==> src/sv/sle_pkg.sv <==
// Shared types, character codes and echo-sequence helpers for the serial line editor.
// Depends on nothing; the controller, output stage, top level and testbench use it.
package sle_pkg;

	localparam int LINE_LEN_DEF = 10;

	localparam logic [7:0] CHR_BS   = 8'h08;
	localparam logic [7:0] CHR_LF   = 8'h0a;
	localparam logic [7:0] CHR_CR   = 8'h0d;
	localparam logic [7:0] CHR_SP   = 8'h20;
	localparam logic [7:0] CHR_DEL  = 8'h7f;
	localparam logic [7:0] CHR_ZERO = 8'h30;
	localparam logic [7:0] CHR_LOWZ = 8'h7a;
	localparam logic [7:0] CHR_E    = 8'h45;
	localparam logic [7:0] CHR_R    = 8'h52;
	localparam logic [7:0] CHR_O    = 8'h4f;

	typedef enum logic [1:0] {
		MODE_CHAR    = 2'd0,
		MODE_RELEASE = 2'd1,
		MODE_READ    = 2'd2
	} mode_t;

	// Kind of result run that one item produces.
	typedef enum logic [2:0] {
		SEQ_NONE    = 3'd0,
		SEQ_ECHO    = 3'd1,
		SEQ_RUBOUT  = 3'd2,
		SEQ_NEWLINE = 3'd3,
		SEQ_ERROR   = 3'd4
	} seq_t;

	typedef struct packed {
		seq_t        kind;
		logic [7:0]  ch;
		logic        taken;
		logic        line_ready;
		logic [3:0]  line_length;
		logic        ovf;
		logic        rd_ok;
	} desc_t;

	function automatic logic [3:0] seq_len(input seq_t kind);
		logic [3:0] n;
		unique case (kind)
			SEQ_RUBOUT:  n = 4'd3;
			SEQ_NEWLINE: n = 4'd2;
			SEQ_ERROR:   n = 4'd10;
			default:     n = 4'd1;
		endcase
		return n;
	endfunction

	function automatic logic [7:0] seq_char(input seq_t kind, input logic [3:0] cnt,
		input logic [7:0] ch);
		logic [7:0] c;
		c = 8'h00;
		unique case (kind)
			SEQ_ECHO: c = ch;
			SEQ_RUBOUT: c = (cnt == 4'd1) ? CHR_SP : CHR_BS;
			SEQ_NEWLINE: c = (cnt == 4'd0) ? CHR_CR : CHR_LF;
			SEQ_ERROR: begin
				// The stored character, then CR LF "ERROR" CR LF.
				case (cnt)
					4'd0:    c = ch;
					4'd1:    c = CHR_CR;
					4'd2:    c = CHR_LF;
					4'd3:    c = CHR_E;
					4'd4:    c = CHR_R;
					4'd5:    c = CHR_R;
					4'd6:    c = CHR_O;
					4'd7:    c = CHR_R;
					4'd8:    c = CHR_CR;
					default: c = CHR_LF;
				endcase
			end
			default: c = 8'h00;
		endcase
		return c;
	endfunction

endpackage

==> src/sv/sle_if.sv <==
// Valid/ready channel interfaces for command items and result items.
// Stand-alone; field widths follow the fixed item format of the line editor.
interface sle_cmd_if;
	logic       valid;
	logic       ready;
	logic [1:0] mode;
	logic [7:0] rx_char;
	logic [3:0] read_index;

	modport source(output valid, output mode, output rx_char, output read_index, input ready);
	modport sink(input valid, input mode, input rx_char, input read_index, output ready);
endinterface

interface sle_rsp_if;
	logic       valid;
	logic       ready;
	logic [7:0] out_char;
	logic       out_valid;
	logic       last;
	logic       char_taken;
	logic       line_ready;
	logic [3:0] line_length;
	logic       overflow_error;
	logic [7:0] read_data;

	modport source(output valid, output out_char, output out_valid, output last,
		output char_taken, output line_ready, output line_length,
		output overflow_error, output read_data, input ready);
	modport sink(input valid, input out_char, input out_valid, input last,
		input char_taken, input line_ready, input line_length,
		input overflow_error, input read_data, output ready);
endinterface

==> src/sv/sle_buffer.sv <==
// Line buffer memory: one write port and one read port with registered read data.
// Depends on nothing; depth and address width come from the top level.
module sle_buffer #(
	parameter int DEPTH = 11,
	parameter int AW    = 4
) (
	input  logic          clk,
	input  logic          wr_en,
	input  logic [AW-1:0] wr_addr,
	input  logic [7:0]    wr_data,
	input  logic          rd_en,
	input  logic [AW-1:0] rd_addr,
	output logic [7:0]    rd_data
);

	logic [7:0] mem [DEPTH];
	logic [7:0] rd_data_q;

	always_ff @(posedge clk) begin
		if (wr_en) begin
			mem[wr_addr] <= wr_data;
		end
		if (rd_en) begin
			rd_data_q <= mem[rd_addr];
		end
	end

	assign rd_data = rd_data_q;

endmodule

==> src/sv/sle_ctrl.sv <==
// Item decoder and line state: write position, pending flag and buffer write commands.
// Depends on sle_pkg for codes, the descriptor type and character constants.
module sle_ctrl #(
	parameter int LINE_LEN = sle_pkg::LINE_LEN_DEF,
	parameter int AW       = 4
) (
	input  logic           clk,
	input  logic           arst_n,
	input  logic           accept,
	input  logic [1:0]     mode,
	input  logic [7:0]     rx_char,
	input  logic [3:0]     read_index,
	output sle_pkg::desc_t desc,
	output logic           wr_en,
	output logic [AW-1:0]  wr_addr,
	output logic [7:0]     wr_data,
	output logic           rd_en,
	output logic [AW-1:0]  rd_addr
);

	logic [AW-1:0] wp_q;
	logic          pending_q;
	logic          clr_q;

	logic [AW-1:0] wp_d;
	logic          pending_d;
	logic          clr_d;
	logic          item_wr;
	logic [7:0]    item_data;
	logic [7:0]    c;
	logic          idx_ok;

	assign idx_ok = (32'(read_index) <= 32'(LINE_LEN));

	always_comb begin
		c = (rx_char == sle_pkg::CHR_LF) ? sle_pkg::CHR_CR : rx_char;
		wp_d      = wp_q;
		pending_d = pending_q;
		clr_d     = 1'b0;
		item_wr   = 1'b0;
		item_data = 8'h00;
		desc.kind  = sle_pkg::SEQ_NONE;
		desc.ch    = c;
		desc.taken = 1'b1;
		desc.ovf   = 1'b0;
		desc.rd_ok = 1'b0;
		unique case (sle_pkg::mode_t'(mode))
			sle_pkg::MODE_RELEASE: begin
				wp_d      = '0;
				pending_d = 1'b0;
			end
			sle_pkg::MODE_READ: begin
				desc.rd_ok = idx_ok;
			end
			sle_pkg::MODE_CHAR: begin
				if (pending_q) begin
					desc.taken = 1'b0;
				end else if (c == sle_pkg::CHR_CR) begin
					item_wr   = 1'b1;
					desc.kind = sle_pkg::SEQ_NEWLINE;
					pending_d = 1'b1;
				end else if (c == sle_pkg::CHR_BS || c == sle_pkg::CHR_DEL) begin
					if (wp_q != '0) begin
						wp_d      = wp_q - AW'(1);
						desc.kind = (c == sle_pkg::CHR_BS) ? sle_pkg::SEQ_RUBOUT
							: sle_pkg::SEQ_ECHO;
					end
				end else if (c >= sle_pkg::CHR_ZERO && c <= sle_pkg::CHR_LOWZ) begin
					item_wr   = 1'b1;
					item_data = c;
					desc.kind = sle_pkg::SEQ_ECHO;
					if (wp_q == AW'(LINE_LEN)) begin
						// Overflow: the line is emptied and entry zero is cleared next cycle.
						desc.kind = sle_pkg::SEQ_ERROR;
						desc.ovf  = 1'b1;
						wp_d      = '0;
						pending_d = 1'b1;
						clr_d     = 1'b1;
					end else begin
						wp_d = wp_q + AW'(1);
					end
				end
			end
			default: begin
			end
		endcase
		desc.line_ready  = pending_d;
		desc.line_length = 4'(wp_d);
	end

	// An overflow item emits ten results, so no item can arrive while entry zero is cleared.
	always_comb begin
		if (clr_q) begin
			wr_en   = 1'b1;
			wr_addr = '0;
			wr_data = 8'h00;
		end else begin
			wr_en   = accept && item_wr;
			wr_addr = wp_q;
			wr_data = item_data;
		end
	end

	assign rd_en   = accept && desc.rd_ok;
	assign rd_addr = AW'(read_index);

	always_ff @(posedge clk or negedge arst_n) begin
		if (!arst_n) begin
			wp_q      <= '0;
			pending_q <= 1'b0;
			clr_q     <= 1'b0;
		end else begin
			clr_q <= accept && clr_d;
			if (accept) begin
				wp_q      <= wp_d;
				pending_q <= pending_d;
			end
		end
	end

`ifndef SYNTHESIS
	a_clr_no_accept: assert property (@(posedge clk) disable iff (!arst_n)
		clr_q |-> !accept)
		else $error("item accepted while entry zero is being cleared");
	a_wp_range: assert property (@(posedge clk) disable iff (!arst_n)
		32'(wp_q) <= 32'(LINE_LEN))
		else $error("write position beyond line length");
	a_refused_keeps: assert property (@(posedge clk) disable iff (!arst_n)
		(accept && pending_q && mode == sle_pkg::MODE_CHAR) |=> $stable(wp_q) && pending_q)
		else $error("refused character changed the line state");
	a_ovf_clear: assert property (@(posedge clk) disable iff (!arst_n)
		(accept && clr_d) |=> (wp_q == '0) && pending_q && clr_q)
		else $error("overflow did not empty the line");
`endif

endmodule

==> src/sv/sle_emit.sv <==
// Output stage: holds one item descriptor and steps through its result run.
// Depends on sle_pkg for the descriptor type and echo-sequence helpers.
module sle_emit (
	input  logic                 clk,
	input  logic                 arst_n,
	input  logic                 accept,
	input  sle_pkg::desc_t       desc,
	input  logic [7:0]           rd_data,
	output logic                 take,
	sle_rsp_if.source            rsp
);

	logic           valid_s1;
	sle_pkg::desc_t desc_s1;
	logic [3:0]     cnt_s1;
	logic           at_last;
	logic           done;

	assign at_last = (cnt_s1 == sle_pkg::seq_len(desc_s1.kind) - 4'd1);
	assign done    = valid_s1 && rsp.ready && at_last;
	assign take    = !valid_s1 || done;

	always_ff @(posedge clk or negedge arst_n) begin
		if (!arst_n) begin
			valid_s1 <= 1'b0;
			cnt_s1   <= 4'd0;
		end else if (take) begin
			valid_s1 <= accept;
			cnt_s1   <= 4'd0;
		end else if (rsp.ready) begin
			cnt_s1 <= cnt_s1 + 4'd1;
		end
	end

	always_ff @(posedge clk) begin
		if (take && accept) begin
			desc_s1 <= desc;
		end
	end

	assign rsp.valid          = valid_s1;
	assign rsp.out_valid      = (desc_s1.kind != sle_pkg::SEQ_NONE);
	assign rsp.out_char       = sle_pkg::seq_char(desc_s1.kind, cnt_s1, desc_s1.ch);
	assign rsp.last           = at_last;
	assign rsp.char_taken     = desc_s1.taken;
	assign rsp.line_ready     = desc_s1.line_ready;
	assign rsp.line_length    = desc_s1.line_length;
	assign rsp.overflow_error = desc_s1.ovf;
	// Read data arrives from the buffer in the cycle after the item is accepted.
	assign rsp.read_data      = desc_s1.rd_ok ? rd_data : 8'h00;

`ifndef SYNTHESIS
	a_status_single: assert property (@(posedge clk) disable iff (!arst_n)
		(rsp.valid && !rsp.out_valid) |-> rsp.last)
		else $error("status-only item produced more than one result");
	a_ovf_status: assert property (@(posedge clk) disable iff (!arst_n)
		(rsp.valid && rsp.overflow_error) |-> rsp.line_ready && rsp.line_length == 4'd0)
		else $error("overflow result without an emptied ready line");
	a_run_advance: assert property (@(posedge clk) disable iff (!arst_n)
		(rsp.valid && rsp.ready && !rsp.last) |=> rsp.valid && cnt_s1 == $past(cnt_s1) + 4'd1)
		else $error("result run did not advance");
`endif

endmodule

==> src/sv/serial_line_editor_unit.sv <==
// Serial line editor top level. An item's first result appears in the cycle after acceptance.
// An item giving one result is taken every cycle while the result side is ready; an item with
// an echo run of n characters (2, 3 or 10) holds the output stage until its last result is taken.
// Reset clears the write position and the pending flag at once; the line buffer is not
// cleared and its entries are undefined until written.
// Depends on sle_pkg, sle_if, sle_buffer, sle_ctrl and sle_emit.
module serial_line_editor_unit #(
	parameter int LINE_LEN = sle_pkg::LINE_LEN_DEF
) (
	input  logic       clk,
	input  logic       arst_n,
	sle_cmd_if.sink    cmd,
	sle_rsp_if.source  rsp
);

	localparam int DEPTH = LINE_LEN + 1;
	localparam int AW    = $clog2(DEPTH);

	sle_pkg::desc_t desc;
	logic           accept;
	logic           take;
	logic           wr_en;
	logic [AW-1:0]  wr_addr;
	logic [7:0]     wr_data;
	logic           rd_en;
	logic [AW-1:0]  rd_addr;
	logic [7:0]     rd_data;

	assign cmd.ready = take;
	assign accept    = cmd.valid && take;

	sle_ctrl #(
		.LINE_LEN(LINE_LEN),
		.AW      (AW)
	) u_ctrl (
		.clk       (clk),
		.arst_n    (arst_n),
		.accept    (accept),
		.mode      (cmd.mode),
		.rx_char   (cmd.rx_char),
		.read_index(cmd.read_index),
		.desc      (desc),
		.wr_en     (wr_en),
		.wr_addr   (wr_addr),
		.wr_data   (wr_data),
		.rd_en     (rd_en),
		.rd_addr   (rd_addr)
	);

	sle_buffer #(
		.DEPTH(DEPTH),
		.AW   (AW)
	) u_buffer (
		.clk    (clk),
		.wr_en  (wr_en),
		.wr_addr(wr_addr),
		.wr_data(wr_data),
		.rd_en  (rd_en),
		.rd_addr(rd_addr),
		.rd_data(rd_data)
	);

	sle_emit u_emit (
		.clk    (clk),
		.arst_n (arst_n),
		.accept (accept),
		.desc   (desc),
		.rd_data(rd_data),
		.take   (take),
		.rsp    (rsp)
	);

endmodule

==> src/flat_wrapper.sv <==
// flat-port wrapper written by rule: the top's interface ports become plain ports
module serial_line_editor_unit_flat 
#(
	parameter int LINE_LEN = sle_pkg::LINE_LEN_DEF
)
  (clk, arst_n, cmd_valid, cmd_mode, cmd_rx_char, cmd_read_index, cmd_ready, rsp_valid, rsp_out_char, rsp_out_valid, rsp_last, rsp_char_taken, rsp_line_ready, rsp_line_length, rsp_overflow_error, rsp_read_data, rsp_ready);
  sle_cmd_if cmd_i ();
  sle_rsp_if rsp_i ();
  input  logic clk;
  input  logic arst_n;
  input wire logic [$bits(cmd_i.valid)-1:0] cmd_valid;
  input wire logic [$bits(cmd_i.mode)-1:0] cmd_mode;
  input wire logic [$bits(cmd_i.rx_char)-1:0] cmd_rx_char;
  input wire logic [$bits(cmd_i.read_index)-1:0] cmd_read_index;
  output wire logic [$bits(cmd_i.ready)-1:0] cmd_ready;
  output wire logic [$bits(rsp_i.valid)-1:0] rsp_valid;
  output wire logic [$bits(rsp_i.out_char)-1:0] rsp_out_char;
  output wire logic [$bits(rsp_i.out_valid)-1:0] rsp_out_valid;
  output wire logic [$bits(rsp_i.last)-1:0] rsp_last;
  output wire logic [$bits(rsp_i.char_taken)-1:0] rsp_char_taken;
  output wire logic [$bits(rsp_i.line_ready)-1:0] rsp_line_ready;
  output wire logic [$bits(rsp_i.line_length)-1:0] rsp_line_length;
  output wire logic [$bits(rsp_i.overflow_error)-1:0] rsp_overflow_error;
  output wire logic [$bits(rsp_i.read_data)-1:0] rsp_read_data;
  input wire logic [$bits(rsp_i.ready)-1:0] rsp_ready;
  assign cmd_i.valid = cmd_valid;
  assign cmd_i.mode = cmd_mode;
  assign cmd_i.rx_char = cmd_rx_char;
  assign cmd_i.read_index = cmd_read_index;
  assign cmd_ready = cmd_i.ready;
  assign rsp_valid = rsp_i.valid;
  assign rsp_out_char = rsp_i.out_char;
  assign rsp_out_valid = rsp_i.out_valid;
  assign rsp_last = rsp_i.last;
  assign rsp_char_taken = rsp_i.char_taken;
  assign rsp_line_ready = rsp_i.line_ready;
  assign rsp_line_length = rsp_i.line_length;
  assign rsp_overflow_error = rsp_i.overflow_error;
  assign rsp_read_data = rsp_i.read_data;
  assign rsp_i.ready = rsp_ready;
  serial_line_editor_unit #(.LINE_LEN(LINE_LEN)) u_core (.clk(clk), .arst_n(arst_n), .cmd(cmd_i), .rsp(rsp_i));
endmodule
==> config.mk <==
export PLATFORM = sky130hd
export DESIGN_NAME = serial_line_editor_unit_flat
export DESIGN_NICKNAME = d
export VERILOG_FILES = /design/src/sv/sle_pkg.sv /design/src/sv/sle_if.sv /design/src/sv/sle_buffer.sv /design/src/sv/sle_ctrl.sv /design/src/sv/sle_emit.sv /design/src/sv/serial_line_editor_unit.sv /design/src/flat_wrapper.sv
export SDC_FILE = /design/constraint.sdc
export NUM_CORES = 1
export LEC_CHECK = 0
export BUFFER_PORTS_ARGS = -buffer_cell sky130_fd_sc_hd__buf_2
export CAP_MARGIN = 20
export CORE_UTILIZATION = 55
export CTS_CLUSTER_DIAMETER = 150
export DETAILED_ROUTE_END_ITERATION = 10
export GPL_ROUTABILITY_DRIVEN = 0
export PLACE_DENSITY = 0.79
export SLEW_MARGIN = 20
export SYNTH_ARGS = -nofsm -noshare
export SYNTH_HDL_FRONTEND = slang
export SYNTH_SLANG_ARGS = --single-unit
==> constraint.sdc <==
create_clock -name clk -period 4.4 [get_ports clk]
set_clock_uncertainty 0.1 [all_clocks]
set_input_delay 0.66 -clock clk [delete_from_list [all_inputs] [get_ports clk]]
set_output_delay 0.66 -clock clk [all_outputs]
set_load 0.1 [all_outputs]
* Yosys cells after proc, flatten, opt, wreduce, memory -nomap -nowiden
Memories as Yosys holds them, arrays and structs flattened. A register that Yosys moved wholly into a read port is not among the register bits.
Cells that the tools add are included.
** Word-level totals
- Bits in registers :: 30
- RAM bits :: 88
- Memories :: 1
** Operators by class
- $add $sub $neg :: 4
- Magnitude comparators :: 3
- Eq/ne operators :: 19
- Mux-type cells :: 48
- Bitwise gates (word level) :: 1
- Reductions and logical operators :: 20
** Memory list
- u_core.u_buffer.mem :: words 11, bits a word 8, rd ports 1, clocked after Yosys merged registers in 1, write ports 1, line sle_buffer.sv:16 : logic [7:0] mem [DEPTH];
** Operators by type and width (number)
- 2-to-1 mux 8 bit :: 8
- case mux 8 bit (5 select lines) :: 1
- 2-to-1 mux 4 bit :: 9
- case mux 8 bit (4 select lines) :: 1
- equality test 8 x 4 -> 1 bit, second input constant :: 3
- 2-to-1 mux 1 bit :: 18
- equality test 4 x 3 -> 1 bit, second input constant :: 4
- 2-to-1 mux 3 bit :: 4
- case mux 4 bit (3 select lines) :: 1
- adder 4 x 1 -> 4 bit, second input constant :: 2
- equality test 4 bit, second input constant :: 2
- equality test 8 x 7 -> 1 bit, second input constant :: 1
- >= comparator 8 x 6 -> 1 bit, second input constant :: 1
- <= comparator 8 x 7 -> 1 bit, second input constant :: 1
- logical AND 1 bit :: 8
- case mux 4 bit (2 select lines) :: 1
- subtractor 4 x 1 -> 4 bit, second input constant :: 2
- equality test 3 x 2 -> 1 bit, second input constant :: 2
- 2-to-1 mux 2 bit :: 3
- 2-to-1 mux 6 bit :: 1
- OR reduction 3 bit :: 2
- equality test 4 x 1 -> 1 bit, second input constant :: 1
- equality test 4 x 2 -> 1 bit, second input constant :: 1
- equality test 4 bit :: 1
- other kinds (15) :: 17

* Depth between registers and ports, before layout
Gate-level depths: netlist of run 1.
- Word-level depth :: 13
- Gate-level depth with buffers :: 8
- Gate-level depth less buffers :: 7

* Modules after synthesis
Synthesis of run 1 repeated with hierarchy kept, for this count alone.
** Second synthesis, totals
- Cells, all modules :: 474
- Area, all modules :: 6172.2 µm²
** Modules (own cells, without submodules)
- sle_buffer :: times used 1, cells an instance 208, area each 3807.4 µm², seq. area each 2882.8 µm²
- sle_emit :: times used 1, cells an instance 133, area each 1385.1 µm², seq. area each 695.7 µm²
- sle_ctrl :: times used 1, cells an instance 132, area each 973.4 µm², seq. area each 150.1 µm²
- serial_line_editor_unit :: times used 1, cells an instance 1, area each 6.3 µm², seq. area each 0.0 µm²

* Least setup slack after synthesis of run 1
OpenSTA, ideal clock, no wires.
- Kind :: flip-flop to output port
- From :: register u_core.u_emit.desc_s1[18] in the netlist's numbering
- To :: output port cmd_ready
- Arrival time :: 3.672 ns
- Required time :: 3.640 ns
- Slack :: -0.032 ns
- Cell stages (with the launch flop) :: 6
- Buffers on the path :: 0
- Cells stage by stage :: edfxtp_1 -> nor3b_1 -> or4_1 -> a31oi_1 -> o21bai_1 -> o21ai_0
** On the way
- Word-level cells in the longest chain between the ends :: 6
- Elaborated cells on any way between the ends :: 8
** Ends and longest elaborated chain
- start: declaration :: line sle_emit.sv:14 : sle_pkg::desc_t desc_s1;
- start signal: assignment :: line sle_emit.sv:37 : desc_s1 <= desc;
- equality test 3 bit / equality test 3 x 2 -> 1 bit (equally long branches) :: line sle_pkg.sv:45 : unique case (kind)
- case mux 4 bit (3 select lines) * :: line sle_pkg.sv:45
- subtractor 4 x 1 -> 4 bit * :: line sle_emit.sv:19 : assign at_last = (cnt_s1 == sle_pkg::seq_len(desc_s1.kind) - 4'd1);
- equality test 4 bit * :: line sle_emit.sv:19
- logical AND 1 bit * :: line sle_emit.sv:20 : assign done = valid_s1 && rsp.ready && at_last;
- logical OR 1 bit * :: line sle_emit.sv:21 : assign take = !valid_s1 || done;
- end: declaration :: line flat_wrapper.sv:15 : output wire logic [$bits(cmd_i.ready)-1:0] cmd_ready;
Every way passes the cells marked *; elsewhere a longest branch is shown, timed or not.

* Worst setup path after layout of run 1
- From :: register u_core.u_emit.cnt_s1[0]
- To :: output port rsp_out_char[2]
** On the way
- Word-level cells in the longest chain between the ends :: 4
- Elaborated cells on any way between the ends :: 13
** Ends and longest elaborated chain
- start: declaration :: line sle_emit.sv:15 : logic [3:0] cnt_s1;
- start signal: assignment :: line sle_emit.sv:31 : cnt_s1 <= cnt_s1 + 4'd1;
- equality test 4 x 3 -> 1 bit (tied with other cells) :: line sle_pkg.sv:64 : case (cnt)
- OR reduction 3 bit (no line) / OR reduction 2 bit (equally long branches)
- case mux 8 bit (5 select lines) :: line sle_pkg.sv:64
- case mux 8 bit (4 select lines) * :: line sle_pkg.sv:58 : unique case (kind)
- end: declaration :: line flat_wrapper.sv:17 : output wire logic [$bits(rsp_i.out_char)-1:0] rsp_out_char;
Marked as above.

==> qor.txt, run 1 <==
Place WS: 0.8879 ns
crit path capture type: output pin
capturing element of the worst setup path: rsp_out_char[2]
async set-or-reset flop fraction in the synthesized netlist: 8.730%
Starting DRT DRC Count: 409
required time of the critical path: 3.64 ns
antenna violations before repair: 0
First-pass DRT Iterations: 6
vias per cell: 6.086
cell-by-cell listing of the critical path: inv_1 > ha_1 > nor2b_1 > o31ai_1 > a21o_1 > a22oi_1 > o22ai_1 > buf_2
power density over the cells: 579.1 nW/um^2
io pins: 45
Placement Rows: 37
H-Tree Depth: 4
worst ir drop on vdd: 0.5762 mV
RSZ-0062 raised after global routing: no
worst stage delay on the critical path: 0.47 ns
Fillers: 719
Yosys top cell area share: 58.18%
Setup Buffers After CTS: 0
yosys synthesis warning count: 0
biggest area contributors in the synthesized netlist: edfxtp_1 58%, mux4_2 6.1%, dfrtp_1 4.6%
#FFs+latches synth: 126
number of remaining DRC errors: 0
clock edge transition at the registers on the reported setup and hold paths: 0.06 ns
DPL Wire Length: 8079 um
number of enable flip-flop cells after synthesis: 115
capture instance of the worst register-to-register path: u_core.u_buffer.mem[0][5]$_DFFE_PP_
Min-Delay Path Class: input pin to flip-flop
overflow left after global routing: 0
number of standard cells in the final layout excluding fillers: 650
min Tclk post-route: 3.715 ns
Placed Cells: 618
largest net degree at the start of global routing: 34
vias in the first global route: 3,890
number of instances in the synthesized netlist: 445
final worst slack: 0.6854 ns
minimum setup slack among reg-to-reg paths: 0.88 ns
nets@finish: 528
global-route wire length before repair: 19,800 um
Post-Route Setup TNS: 0 ns
cell type with the highest aggregate area in the netlist: edfxtp_1
critical path class: flip-flop to output pin
hold buffers post-CTS: 1
Critical path buffers and inverters: 2
Area growth syn-to-layout: 16.13%
via count: 3,956
Overall Power: 3992 uW
share of cells above drive strength 1: 22.18%
source of the worst register-to-register timing path: u_core.u_emit.desc_s1[17]$_SDFFCE_PP0P_
area of the die: 11,210 sq um
Critical Path Start Type: flip-flop
routed wire length: 12,440 um
share of the clock period used by the worst path: 84.42%
data arrival time at the worst-slack endpoint: 2.95 ns
number of diodes added for antenna fixing: 0
starting density of the core: 56.98%
average footprint of a synthesized cell: 13.34 sq um
clock root buffer master: clkbuf_8
largest fanout of any net on the critical path: 9
CTS max path bufs: 2
endpoints failing hold: 0
I/O Buffers: 44
worst r2r path cells: 6
sequential fraction of the synthesis area: 62.82%
Num CTS Buffers: 17
CP max stage cell: buf_2
number of failing setup endpoints in the final timing report: 0
dominant synthesized flop cell: edfxtp_1
post-synth design cell area: 5936 sq um
cts repair resizes: 0
kind of cell adding the most delay to the critical path: compound AO/OA/AOI/OAI gates
clock latency reported for the late side of the worst-skew pair: 0.52 ns
TritonCTS clock tree: built
f_max: 269.2 MHz
Core Box Area: 10,420 sq um
average wire per cell in the routed design: 19.14 um
worst slew margin relative to its limit: 38.14%
clock sink count: 126
startpoint of the most critical setup path: u_core.u_emit.cnt_s1[0]$_DFFE_PN0P_
Die Span X: 105.9 um
Leakage: 0.002544 uW
total of max-cap violations: 0
number of cells on the critical path: 8
final core area utilization: 66.17%
number of max-slew violations in the final report: 0
outcome: completed
library cells used by synthesis: 61
slew at the pin with the worst max-slew slack: 0.9179 ns
vertical die dimension: 105.9 um
overall track demand over capacity in global routing: 24.20%
antenna-violating nets left: 0
## where the power goes
part | internal, uW | total [uW] | leakage, uW | switching, uW
Combinational | 243 | 1090 | 0.00107 | 849
Clock | 914 | 1400 | 0.000284 | 489
Sequential | 1390 | 1500 | 0.00119 | 104
## final cells by class
| type | count | area [sq um] | share of cell area [%] |
|---|---|---|---|
| Sequential cell | 126 | 3729 | 54.09 |
| Multi-Input combinational cell | 287 | 2037 | 29.55 |
| Clock buffer | 20 | 425.4 | 6.172 |
| Timing Repair Buffer | 56 | 312.8 | 4.538 |
| Tap cell | 136 | 170.2 | 2.469 |
| Clock inverter | 11 | 166.4 | 2.414 |
| Inverter | 14 | 52.55 | 0.7624 |
## worst reg2reg max path, cell delays in order (launching register included)
cell,delay [ns]
edfxtp_1,0.57
nor3b_1,0.53
nand3_1,0.15
a31oi_1,0.34
a21oi_2,0.29
or2_2,0.42
o41ai_2,0.74
## how the worst min path moves through the flow
stage,cells after the start,to,from
detailed placement,2,u_core.u_emit.rsp.valid$_DFFE_PN0N_,u_core.u_emit.rsp.valid$_DFFE_PN0N_
global route,1,u_core.u_emit.desc_s1[11]$_DFFE_PP_,cmd_rx_char[3]
CTS,1,u_core.u_emit.desc_s1[11]$_DFFE_PP_,cmd_rx_char[3]
floorplan,0,u_core.u_ctrl.clr_q$_DFF_PN0_,arst_n
finish,1,u_core.u_emit.desc_s1[11]$_DFFE_PP_,cmd_rx_char[3]
global placement,2,u_core.u_emit.rsp.valid$_DFFE_PN0N_,u_core.u_emit.rsp.valid$_DFFE_PN0N_
## placed cells by master (no fill, tap or decap), types with 13 or more instances in the layout
master,instances
a21oi_1,16
and2_1,18
buf_2,44
clkbuf_16,16
edfxtp_1,115
inv_1,14
mux2i_1,16
mux4_2,16
nand2_1,43
nand3_1,13
nor2_1,18
nor3_1,15
o21ai_0,28
## cell usage after synthesis (all sizes together) (5+ instances only)
library cell    n
a21o            5
a21oi          17
and2           19
buf             8
clkbuf         19
dfrtp          11
edfxtp        115
ha              8
inv            14
mux2i          16
mux4           16
nand2          43
nand2b          6
nand3          13
nor2           18
nor2b           6
nor3           15
nor4            6
o21ai          29
or3             5
## per-layer routing
metal / up-vias / global-route usage, % / wire, um
li1: 1793 / - / -
met1: 1919 / 31.39 / 5257
met2: 212 / 37.39 / 5946
met3: 32 / 7.297 / 910
met4: 0 / 11.61 / 330
met5: - / 0 / 0
## cells by family (layout without fill, tap and decap cells)
group,Yosys count,count (layout),share of synthesized area [%]
flip-flops,126,126,62.82
AND/OR/NAND/NOR,149,149,13.09
buffers and inverters,42,101,3.499
multiplexers,34,34,9.148
adder cells (fa/ha/maj),8,8,1.686
other,1,11,0.06318
AO/OA/AOI/OAI,85,85,9.697
## flip-flops by register name, summed over array words and instances, names as in the netlist
name,cells
u_core.u_buffer.mem,88
u_core.u_emit.desc_s1,12
u_core.u_buffer.rd_data,8
u_core.u_ctrl.wp_q,4
u_core.u_emit.cnt_s1,4
u_core.u_emit.rsp.line_length,4
u_core.u_ctrl.clr_q,1
u_core.u_ctrl.pending_q,1
u_core.u_emit.rsp.char_taken,1
u_core.u_emit.rsp.line_ready,1
u_core.u_emit.rsp.overflow_error,1
u_core.u_emit.rsp.valid,1
## through the flow
stage / area, sq um / hold WS [ns]
2_1_floorplan: 5973 / 0.2644
3_3_place_gp: 6291 / 0.4096
3_5_place_dp: 6291 / 0.4404
4_1_cts: 6893 / 0.2295
5_1_grt: 6893 / 0.2345
6_report: 6893 / 0.2546
Power figures use the tool's default switching activity.
==> run 2, diff against run 1 <==
--- a/config.mk
+++ b/config.mk
@@ -5,13 +5,14 @@
 export SDC_FILE = /design/constraint.sdc
 export NUM_CORES = 1
 export LEC_CHECK = 0
+export ABC_AREA = 1
 export BUFFER_PORTS_ARGS = -buffer_cell sky130_fd_sc_hd__buf_2
 export CAP_MARGIN = 20
-export CORE_UTILIZATION = 55
+export CORE_UTILIZATION = 54
 export CTS_CLUSTER_DIAMETER = 150
 export DETAILED_ROUTE_END_ITERATION = 10
 export GPL_ROUTABILITY_DRIVEN = 0
-export PLACE_DENSITY = 0.79
+export PLACE_DENSITY = 0.81
 export SLEW_MARGIN = 20
 export SYNTH_ARGS = -nofsm -noshare
 export SYNTH_HDL_FRONTEND = slang
==> constraint.sdc (replaced) <==
create_clock -name clk -period 3.2 [get_ports clk]
set_clock_uncertainty 0.1 [all_clocks]
set_input_delay 0.48 -clock clk [delete_from_list [all_inputs] [get_ports clk]]
set_output_delay 0.48 -clock clk [all_outputs]
set_load 0.1 [all_outputs]
==> qor.txt, run 2 <==
commonest cells in the netlist: 119 x nand2_1, 115 x edfxtp_1, 84 x nor2_1
min Tclk post-route: 3.034 ns
overall track demand over capacity in global routing: 25.43%
I/O Buffers: 44
worst slew margin relative to its limit: 42.09%
average footprint of a synthesized cell: 10.12 sq um
Post-Route Setup TNS: 0 ns
power density over the cells: 733.1 nW/um^2
Critical Path Most Common Cell: nand2_1
antenna violations before repair: 0
largest fanout of any net on the critical path: 4
source of the worst register-to-register timing path: u_core.u_emit.desc_s1[17]$_SDFFCE_PP0P_
library cells used by synthesis: 37
routed wire length: 13,650 um
starting density of the core: 56.55%
clock latency reported for the late side of the worst-skew pair: 0.53 ns
Yosys top cell area share: 58.11%
number of instances in the synthesized netlist: 587
overflow left after global routing: 0
number of failing setup endpoints in the final timing report: 0
minimum setup slack among reg-to-reg paths: 0.46 ns
max FFs per register: 88
CP max stage cell: dfrtp_1
outcome: completed
clock root buffer master: clkbuf_8
Area growth syn-to-layout: 17.18%
dominant synthesized flop cell: edfxtp_1
share of the clock period used by the worst path: 94.83%
async set-or-reset flop fraction in the synthesized netlist: 8.730%
cell type with the highest aggregate area in the netlist: edfxtp_1
#FFs+latches synth: 126
biggest area contributors in the synthesized netlist: edfxtp_1 58%, nand2_1 7.5%, nor2_1 5.3%
final core area utilization: 66.27%
Fillers: 761
total area of multi-input combinational cells: 1934 sq um
Num CTS Buffers: 17
slew at the pin with the worst max-slew slack: 0.8677 ns
Critical path buffers and inverters: 3
vias per cell: 5.698
leading cell type by number of instances after synthesis: nand2_1
combined flip-flop and latch cell area: 3729 sq um
number of remaining DRC errors: 0
DPL Wire Length: 9230 um
antenna-violating nets left: 0
most used cells in the layout excluding fill and tap cells: 119 x nand2_1, 115 x edfxtp_1, 83 x nor2_1
number of max-slew violations in the final report: 0
data arrival time at the worst-slack endpoint: 2.45 ns
cell-by-cell listing of the critical path: inv_1 > ha_1 > o31ai_4 > nand3_1 > nor2_2 > nand2_1 > nand2_1 > o22ai_1 > inv_1 > nand2_1 > clkbuf_4
most common cell after layout, fill and taps aside: nand2_1
crit path capture type: output pin
Leakage: 0.002823 uW
clock sink count: 126
total of max-cap violations: 0
CTS max path bufs: 2
post-synth design cell area: 5943 sq um
critical path class: flip-flop to output pin
io pins: 45
Placement Rows: 37
vertical die dimension: 106.9 um
nets@finish: 677
via count: 4,553
yosys synthesis warning count: 0
hold wc startpoint: cmd_rx_char[7]
H-Tree Depth: 4
required time of the critical path: 2.62 ns
Min-Delay Path Class: input pin to flip-flop
worst stage delay on the critical path: 0.40 ns
number of cells on the critical path: 11
share of cells above drive strength 1: 18.85%
Core Box Area: 10,510 sq um
Starting DRT DRC Count: 598
worst ir drop on vdd: 0.5268 mV
sequential fraction of the synthesis area: 62.74%
clock edge transition at the registers on the reported setup and hold paths: 0.06 ns
f_max: 329.6 MHz
kind of cell adding the most delay to the critical path: simple AND/OR/NAND/NOR gates
largest net degree at the start of global routing: 42
end of the worst hold path: u_core.u_emit.desc_s1[15]$_DFFE_PP_
capture instance of the worst register-to-register path: u_core.u_buffer.mem[7][3]$_DFFE_PP_
largest register by flop count: u_core.u_buffer.mem
area of the die: 11,430 sq um
endpoints failing hold: 0
Min-Delay Path Depth: 1
First-pass DRT Iterations: 8
Die Span X: 106.9 um
Critical Path Start Type: flip-flop
TritonCTS clock tree: built
number of enable flip-flop cells after synthesis: 115
worst r2r path cells: 12
average wire per cell in the routed design: 17.08 um
RSZ-0062 raised after global routing: no
Area after DPL: 6361 sq um
number of diodes added for antenna fixing: 0
global-route wire length before repair: 21,560 um
fin area: 6964 sq um
vias in the first global route: 4,192
==> run 2: cell count changes after synthesis, sizes merged, moves of 6 or more <==
cell	previous run	this run
nand2	43	138
nor2	18	87
inv	14	51
o21ai	29	54
o22ai	3	23
and2	19	0
mux2i	16	0
mux4	16	0
nand3	13	29
nor3	15	6
nand2b	6	0
nor2b	6	0
==> run 2: timing repair <==
action,4_1_cts,5_1_grt
setup buffers,0,1
pin swaps,0,1
hold buffers,1,0
resized for setup,1,16
endpoints found under the setup margin,1,6
endpoints found under the hold margin,11,0
==> run 2: cell families after synthesis <==
| kind of cell | synth area share (%) |
|---|---|
| and+or+nand+nor | 20.08 |
| DFF | 62.74 |
| buffers and inverters | 5.621 |
| AOI/OAI and AO/OA | 9.221 |
| adders and majority gates | 1.684 |
| other | 0.06310 |
| xor gates and xnor gates | 0.5894 |
==> run 2: cell type report <==
type	instances	area share [%]
Sequential cell	126	53.54
Multi-Input combinational cell	392	27.78
Clock buffer	19	6.055
Timing Repair Buffer	63	5.623
Inverter	51	2.821
Tap cell	136	2.443
Clock inverter	12	1.743
==> run 2: how the worst max path moves through the flow <==
stage / endpoint / slack, ns / from
after floorplan: u_core.u_buffer.rd_data[0]$_DFFE_PP_ / 0.12 / u_core.u_emit.rsp.valid$_DFFE_PN0N_
after global placement: u_core.u_buffer.mem[6][5]$_DFFE_PP_ / 0.61 / cmd_rx_char[6]
after detailed placement: rsp_out_char[1] / 0.46 / u_core.u_emit.cnt_s1[0]$_DFFE_PN0P_
after CTS: rsp_out_char[0] / 0.02 / u_core.u_emit.cnt_s1[0]$_DFFE_PN0P_
after global routing: rsp_out_char[0] / 0.02 / u_core.u_emit.cnt_s1[1]$_DFFE_PN0P_
final: rsp_out_char[0] / 0.17 / u_core.u_emit.cnt_s1[1]$_DFFE_PN0P_
==> run 2: worst reg2reg max path: stages, from the launching register on <==
cell and delay [ns]:
edfxtp_1 0.48, nor2_2 0.16, nand2_2 0.10, nand2_1 0.09, xor2_1 0.15, nand2_1 0.11, nand2_2 0.09, nand2_4 0.08
nor2_8 0.24, nand2_2 0.10, nand2_2 0.09, nand2_2 0.09, nor2_1 0.52
==> run 2: stage by stage <==
step	cells	worst slack, ns	total power [uW]	hold WS (ns)
after detailed placement	766	0.4620	3294	0.2733
final	799	0.1656	5105	0.09048
after global placement	766	0.6124	3257	0.2645
after CTS	798	0.01770	5050	0.07928
after global routing	799	0.02140	5289	0.08504
after floorplan	597	0.1229	3051	0.08441
==> run 2: power breakdown <==
part,switching [uW],internal (uW)
clock,670,1090
combinational,1060,309
sequential,80.9,1890
total,1810,3290
==> run 2: per-layer routing <==
metal  global-route usage (%)  vias to the layer above  share of wire, %  wire (um)
met4                    8.415                        0               2.3        314
met5                        0                        -                 0          0
met3                    7.903                       32               9.5       1291
li1                         -                     2132                 -          -
met1                    34.53                     2125                41       5589
met2                    39.12                      264                47       6450
